$ cat src/design/bn_pkg.sv
`timescale 1ns / 1ps

package bn_pkg;

    localparam int unsigned CHANNELS_DEF = 512;
    localparam int unsigned CH_W         = 9;
    localparam int unsigned SQRT_STEPS   = 25;
    localparam int unsigned DIV_STEPS    = 40;

    localparam logic OP_LOAD   = 1'b0;
    localparam logic OP_SAMPLE = 1'b1;

    typedef enum logic [2:0] {
        LD_IDLE,
        LD_SQRT,
        LD_DIV,
        LD_MUL,
        LD_OFS,
        LD_WRITE
    } ld_state_t;

    // coefficient write toward the channel tables
    typedef struct packed {
        logic               valid;
        logic [CH_W-1:0]    channel;
        logic signed [31:0] scale;
        logic signed [31:0] offset;
    } coef_wr_t;

endpackage

$ cat src/design/bn_coef_unit.sv
`timescale 1ns / 1ps

module bn_coef_unit
    import bn_pkg::*;
(
    input  logic                 clk,
    input  logic                 rst_n,
    input  logic                 start,
    input  logic [CH_W-1:0]      channel,
    input  logic signed [15:0]   coef_gamma,
    input  logic signed [15:0]   coef_beta,
    input  logic signed [15:0]   coef_mean,
    input  logic [31:0]          coef_variance,
    input  logic [15:0]          epsilon,
    output logic                 busy,
    output coef_wr_t             wr
);

    ld_state_t state_reg, state_next;

    logic [5:0]          cnt_reg;
    logic [CH_W-1:0]     ch_reg;
    logic signed [15:0]  gamma_reg, beta_reg, mean_reg;
    logic [49:0]         v_reg, r_reg, bit_reg;
    logic [24:0]         d_reg;
    logic [39:0]         num_reg;
    logic [24:0]         rem_reg;
    logic signed [31:0]  scale_reg, offset_reg;
    logic signed [47:0]  prod_reg;

    logic [49:0]         sq_t;
    logic                sq_ge;
    logic [25:0]         rem_sh;
    logic                div_ge;
    logic [15:0]         gamma_mag;
    logic [32:0]         s_sum;
    logic signed [47:0]  prod_rnd;
    logic signed [48:0]  off_full;
    logic signed [31:0]  scale_sat;
    logic signed [31:0]  off_sat;

    assign s_sum     = {1'b0, coef_variance} + {17'd0, epsilon};
    assign gamma_mag = gamma_reg[15] ? 16'(-gamma_reg) : gamma_reg;
    assign sq_t      = r_reg + bit_reg;
    assign sq_ge     = v_reg >= sq_t;
    assign rem_sh    = {rem_reg, num_reg[39]};
    assign div_ge    = rem_sh >= {1'b0, d_reg};
    assign prod_rnd  = (prod_reg + 48'sd128) >>> 8;
    assign off_full  = 49'(signed'({beta_reg, 8'd0})) - 49'(prod_rnd);

    always_comb
    begin
        // num_reg now holds the rounded quotient magnitude
        if (gamma_reg[15])
            scale_sat = (num_reg > 40'h80000000) ? 32'sh80000000 : 32'(-num_reg);
        else
            scale_sat = (num_reg > 40'h7FFFFFFF) ? 32'sh7FFFFFFF : 32'(num_reg);
    end

    always_comb
    begin
        if (off_full > 49'sh7FFFFFFF)
            off_sat = 32'sh7FFFFFFF;
        else if (off_full < -49'sh80000000)
            off_sat = 32'sh80000000;
        else
            off_sat = 32'(off_full);
    end

    always_comb
    begin
        state_next = state_reg;
        case (state_reg)
            LD_IDLE:  if (start) state_next = LD_SQRT;
            LD_SQRT:  if (cnt_reg == 6'(SQRT_STEPS - 1)) state_next = LD_DIV;
            LD_DIV:   if (d_reg == '0 || cnt_reg == 6'(DIV_STEPS - 1)) state_next = LD_MUL;
            LD_MUL:   state_next = LD_OFS;
            LD_OFS:   state_next = LD_WRITE;
            LD_WRITE: state_next = LD_IDLE;
            default:  state_next = LD_IDLE;
        endcase
    end

    always_comb
    begin
        busy       = (state_reg != LD_IDLE);
        wr.valid   = (state_reg == LD_WRITE);
        wr.channel = ch_reg;
        wr.scale   = scale_reg;
        wr.offset  = offset_reg;
    end

    always_ff @(posedge clk or negedge rst_n)
    begin
        if (!rst_n)
        begin
            state_reg <= LD_IDLE;
            cnt_reg   <= '0;
        end
        else
        begin
            state_reg <= state_next;
            if (state_reg != state_next)
                cnt_reg <= '0;
            else
                cnt_reg <= cnt_reg + 6'd1;
        end
    end

    always_ff @(posedge clk)
    begin
        case (state_reg)
            LD_IDLE:
            begin
                ch_reg    <= channel;
                gamma_reg <= coef_gamma;
                beta_reg  <= coef_beta;
                mean_reg  <= coef_mean;
                v_reg     <= {1'b0, s_sum, 16'd0};
                r_reg     <= '0;
                bit_reg   <= 50'd1 << 48;
            end
            LD_SQRT:
            begin
                // one result bit per cycle
                if (sq_ge)
                begin
                    v_reg <= v_reg - sq_t;
                    r_reg <= (r_reg >> 1) + bit_reg;
                end
                else
                    r_reg <= r_reg >> 1;
                bit_reg <= bit_reg >> 2;
                if (cnt_reg == 6'(SQRT_STEPS - 1))
                begin
                    d_reg   <= sq_ge ? 25'((r_reg >> 1) + bit_reg) : 25'(r_reg >> 1);
                    rem_reg <= '0;
                    num_reg <= {gamma_mag, 24'd0}
                             + 40'(sq_ge ? 25'((r_reg >> 1) + bit_reg) >> 1
                                         : 25'(r_reg >> 1) >> 1);
                end
            end
            LD_DIV:
            begin
                if (d_reg == '0)
                begin
                    if (gamma_reg == '0)
                        num_reg <= '0;
                    else
                        num_reg <= '1;  // saturates below
                end
                else
                begin
                    rem_reg <= div_ge ? 25'(rem_sh - {1'b0, d_reg}) : rem_sh[24:0];
                    num_reg <= {num_reg[38:0], div_ge};
                end
            end
            LD_MUL:
            begin
                scale_reg <= scale_sat;
                prod_reg  <= 48'(mean_reg) * 48'(scale_sat);
            end
            LD_OFS:
                offset_reg <= off_sat;
            default:
            begin
            end
        endcase
    end

endmodule

$ cat config.mk
export PLATFORM = sky130hd
export DESIGN_NAME = bn_coef_unit
export DESIGN_NICKNAME = d
export VERILOG_FILES = /design/src/design/bn_pkg.sv /design/src/design/bn_coef_unit.sv
export SDC_FILE = /design/constraint.sdc
export NUM_CORES = 2
export LEC_CHECK = 0
export ABC_AREA = 1
export BUFFER_PORTS_ARGS = -buffer_cell sky130_fd_sc_hd__buf_4
export CORE_MARGIN = 1
export CORE_UTILIZATION = 55
export CTS_CLUSTER_DIAMETER = 40
export CTS_CLUSTER_SIZE = 12
export DETAILED_ROUTE_END_ITERATION = 16
export HOLD_SLACK_MARGIN = 0.08
export PLACE_DENSITY = 0.72
export SLEW_MARGIN = 20
export SYNTH_ARGS = -nofsm -noshare
export SYNTH_HDL_FRONTEND = slang
export SYNTH_SLANG_ARGS = --single-unit
$ cat constraint.sdc
create_clock -name clk -period 9.4 [get_ports clk]
set_input_delay 0.47 -clock clk [delete_from_list [all_inputs] [get_ports clk]]
set_output_delay 0.47 -clock clk [all_outputs]
set_load 0.005 [all_outputs]
Yosys cells after proc, flatten, opt, wreduce, memory -nomap -nowiden
Index checks and enable logic that the tools add are counted.
- add/sub/neg operators: 11
- $mul: 1
- magnitude comparators: 6
- equality and inequality tests: 11
- mux-type cells: 25
- reduce and logical (&&, ||, !) cells: 11
- operators by type and width (operator ; number):
    50-bit one-hot mux with 2 select lines ; 3
    32-bit 2-to-1 mux ; 4
    40-bit 2-to-1 mux ; 3
    25-bit 2-to-1 mux ; 4
    50-bit 2-to-1 mux ; 2
    40-bit one-hot mux with 2 select lines ; 1
    49-bit by 50-bit adder with 50-bit output ; 1
    50-bit adder ; 1
    50-bit greater-or-equal comparator ; 1
    25-bit one-hot mux with 2 select lines ; 1
    50-bit subtractor ; 1
    48-bit by 9-bit adder with 48-bit output (second input constant) ; 1
    16-bit by 32-bit multiplier with 48-bit output ; 1
    41-bit by 32-bit > comparator with 1-bit output (second input constant) ; 1
    41-bit by 32-bit < comparator with 1-bit output (second input constant) ; 1
    24-bit by 40-bit subtractor with 41-bit output ; 1
    40-bit by 24-bit adder with 40-bit output ; 1
    40-bit by 31-bit > comparator with 1-bit output (second input constant) ; 1
    40-bit by 32-bit > comparator with 1-bit output (second input constant) ; 1
    32-bit by 16-bit adder with 33-bit output ; 1
    32-bit negation ; 1
    26-bit by 25-bit greater-or-equal comparator with 1-bit output ; 1
    25-bit zero test ; 1
    25-bit subtractor ; 1
    21 further kinds ; 30
- register bits: 418
- input bits: 108
- output and inout port bits: 75
- word-level logic and storage cells: 80

Logic depth before layout (Yosys ltp)
- depth after elaboration: 6
- mapped depth: 42
- mapped depth without buffers: 40

Least setup slack after synthesis
OpenSTA, ideal clock, no wires.
- path type: register to register
- start point: reg num_reg[0]
- end point: reg prod_reg[45], data pin
- setup time: 0.259 ns
- data arrival time: 7.288 ns
- setup slack: 1.853 ns
- cell stages (with the launch flop): 35
- buffers on the path: 1
- clock period less this slack: 7.547 ns
- cell sequence: edfxtp_1 > nor3_2 > nand4_2 > nor3_4 > nand3_2 > nor2_2 > inv_2 > nor2_2 > nand3_1 > nor3_2 > nand3_1 > nand3_1 > nand2_1 > buf_2 > nor2_1 > inv_1 > fa_1 > inv_1 > fa_1 > inv_1 > fa_1 > inv_1 > fa_1 > fa_1 > inv_1 > fa_1 > inv_1 > ha_1 > nand2_1 > nor2_1 > inv_1 > nor4_1 > a21oi_1 > nand2_1 > xor2_1
- cells in the longest elaborated chain, start to end: 4
- elaborated cells on any way between the ends: 7
- classes of those cells: add/sub: 1; mul: 1; order compare: 2; mux: 3
- ends and longest elaborated chain (element ; line ; RTL):
    from (decl) ; bn_coef_unit.sv:26 ; logic [39:0] num_reg;
    from (signal assigned) ; bn_coef_unit.sv:138 ; num_reg <= {gamma_mag, 24'd0}
    from (signal assigned) ; bn_coef_unit.sv:155 ; num_reg <= {num_reg[38:0], div_ge};
    32-bit negation, or another cell as far along ; bn_coef_unit.sv:55 ; scale_sat = (num_reg > 40'h80000000) ? 32'sh80000000 : 32'(-num_reg);
    32-bit 2-to-1 mux, on equally long branches ; bn_coef_unit.sv:55, bn_coef_unit.sv:57 ;
    32-bit 2-to-1 mux (*) ; bn_coef_unit.sv:54 ; if (gamma_reg[15])
    16-bit by 32-bit multiplier with 48-bit output (*) ; bn_coef_unit.sv:161 ; prod_reg <= 48'(mean_reg) * 48'(scale_sat);
    to (signal assigned) ; bn_coef_unit.sv:161 ;
    to (decl) ; bn_coef_unit.sv:29 ; logic signed [47:0] prod_reg;
Mark *: on every way between the ends. The rest lies on a longest branch, timed or not.
A chain may end at the register's enable or synchronous reset.

Worst setup path after layout
- start point: reg num_reg[0]
- end point: reg prod_reg[47], data pin
- cells in the longest elaborated chain, start to end: 4
- elaborated cells on any way between the ends: 7
- classes of those cells: add/sub: 1; mul: 1; order compare: 2; mux: 3
- ends and longest elaborated chain (element ; line ; RTL):
    32-bit negation, or another cell as far along ; bn_coef_unit.sv:55 ;
    32-bit 2-to-1 mux, on equally long branches ; bn_coef_unit.sv:55, bn_coef_unit.sv:57 ;
    32-bit 2-to-1 mux (*) ; bn_coef_unit.sv:54 ;
    net scale_sat[31] ; bn_coef_unit.sv:39 ; logic signed [31:0] scale_sat;
    16-bit by 32-bit multiplier with 48-bit output (*) ; bn_coef_unit.sv:161 ;
The timed path passes the listed nets; every way through them passes the cells marked *.

==> metrics.cfg <==
[yosys]
synth-xor-area-share_pct=3.97
synth_edf_count=377
synth_top_family_by_area=adder cells
yosys.area.top_type=edfxtp_1
yosys.area.top_type_share_pct=23.9
synth_cells=6114
synth_compound_area_share_pct=11.4
synth-adder-area-share_pct=28.3
ys_async_sr_fraction_pct=2.33
ys_warn_count=0
synthSimpleGateAreaFrac_pct=20.8
synth_fp_nets=7003
synth_cell_types=69
syn_avg_cell_area_um2=7.76
synth_mux_area_share_pct=0
synthFlopType=edfxtp_1
synth-seq-cells=386
synth_area_leaders=edfxtp_1 (24%), fa_1 (21%), inv_1 (9.8%)
syn_area_um2=47500
synth-seq-area-share_pct=24.3

[clock_tree]
post_cts_buffers=0
cts_tree=built
clockBufferDepth=3
cts.clk_slew.worst_paths_ns=0.05
clock-root-buffer=clkbuf_16
numCtsBuffers=77
cts_max_level=3
clk_latency_ns=0.67
numClockSinks=386

[routing]
detail_route.wl_per_cell_um=19.4
avgViaCountPerCell=5.59
drcViolationCount=0
routed_wirelength_um=147000
dr.pass1.iters=6
vias=42427
ant_nets=0
drt_iter0_markers=4289

[floorplan]
std_cell_rows=107
core_area_um2=85300
dieArea_um2=87500
die_w_um=296
die_h_um=296
num_io_pins=183
initial_core_util_pct=55.6

[final_layout]
drive_gt1_share_pct=7.95
final_common_cell=inv_1
final_cell_mix=inv_1 (1236), nand2_1 (1170), nor2_1 (722)
nFillCells=7661
areaGrowthSynthToFinish_pct=12.9
fin_nets=7265

[run]
cap_violations=0

[timing]
fin_tns_setup_ns=0
report.final.hold_viol_count=0
rsz0062_at_grt=no
slew_violations=0
clock.fmax_mhz=114
finalSetupViolations=0
fin_skew_ns=0.0375
period_share_pct=93.2
tightest_slew_ns=1.15
timing.slew.headroom_pct=23.0
setup_ws_ns=0.643
period_needed_ns=8.76

[global_route]
grt_max_degree=77
grt_pass1_vias=41275
grt_pass1_wl_um=228000
grt_usage_pct=33.9
grt_antenna_before_repair=1
gr-total-overflow=0

[critical_path]
crit_buf_inv=5
critPathKind=reg2reg
max_stage_delay_ns=0.72
crit_required_ns=9.81
crit_fanout=11
cp_top_family=adder cells
slowest_stage=fa_1
end_kind=register
cp_common_cell=fa_1
cp-start-kind=register
cp.arrival_ns=9.17

[outcome]
status=completed

[placement]
numPortBuffers=182
place_congestion=0.996
post-place-ws_ns=0.677
hpwl_um=117000

[power]
finalPower_mw=4.87
vdd_ir_drop_max_v=0.000116
power.density_nw_per_um2=91.0
p_leak_nw=25.3

[min_path]
hp-class=in2async

==> cell type report <==
type | instances | area [um2] | area share [%]
antenna | 1 | 2.50 | 0.00467
clock buffer | 82 | 1950 | 3.63
sequential | 386 | 11500 | 21.6
inverter | 1260 | 4730 | 8.83
clock inverter | 61 | 761 | 1.42
timing repair buffer | 309 | 2470 | 4.61
multi-input combinational | 4342 | 30700 | 57.3
tap | 1144 | 1430 | 2.67
==> worst paths after layout <==
kind                              startpoint            to  slack (ns)  cells past startpoint
max                               num_reg[0]  prod_reg[47]        0.64                     32
min                                    rst_n  state_reg[1]        0.18                      2
max reg2reg                       num_reg[0]  prod_reg[47]        0.64                     32
min reg2reg                       cnt_reg[0]    cnt_reg[0]        0.51                      1
max in group asynchronous              rst_n    cnt_reg[5]        9.08                      2
min in group clk           coef_variance[27]     v_reg[43]        0.20                      3
==> cell families (layout without fill, tap and decap cells) <==
kind of cell / after synthesis / count (layout)
compound gates: 981 / 981
xor+xnor: 214 / 214
fa+ha+maj: 781 / 781
buf+inv: 1386 / 1712
flops: 386 / 386
other cells: 0 / 1
simple gates: 2366 / 2366
==> where the power goes <==
group	internal, mW	switching [mW]	leakage, nW
sequential	1.87	0	3.63
combinational	0.0686	0.0553	20.3
clock	1.82	1.06	1.31
total	3.76	1.12	25.3
==> per-stage QoR <==
step | hold slack, ns | cells | instance area, um2 | utilization (%)
3_5_place_dp | 0.300 | 7382 | 50300 | 58.9
4_1_cts | 0.153 | 7584 | 53600 | 62.8
6_report | 0.183 | 7585 | 53600 | 62.8
3_3_place_gp | 0.302 | 7382 | 50300 | 58.9
5_1_grt | 0.176 | 7584 | 53600 | 62.8
2_1_floorplan | 0.174 | 6114 | 47500 | -
==> timing repair <==
item                       4_1_cts  5_1_grt
resized for setup                0        2
hold buffers                    59        0
hold endpoints to repair        67        0
setup endpoints to repair        0        1
==> routing by layer <==
layer	wire length, um	share of wire (%)	track usage, %
met3	14800	10	6.47
met1	65300	44	49.9
met2	62200	42	50.2
met4	4690	3.2	10.5
met5	0	0	0
==> cells in the mapped netlist (34+ instances only) <==
cell and instances:
a21oi_1 431, a31oi_1 49, clkbuf_1 87, edfxtp_1 377, fa_1 488, ha_1 293, inv_1 1237, nand2_1 1172
nand2_2 34, nand3_1 202, nand4_1 45, nor2_1 725, nor3_1 63, nor4_1 38, o21a_1 34, o21ai_0 334
xnor2_1 75, xor2_1 138
Note: power is estimated with default switching activity, not from simulation.
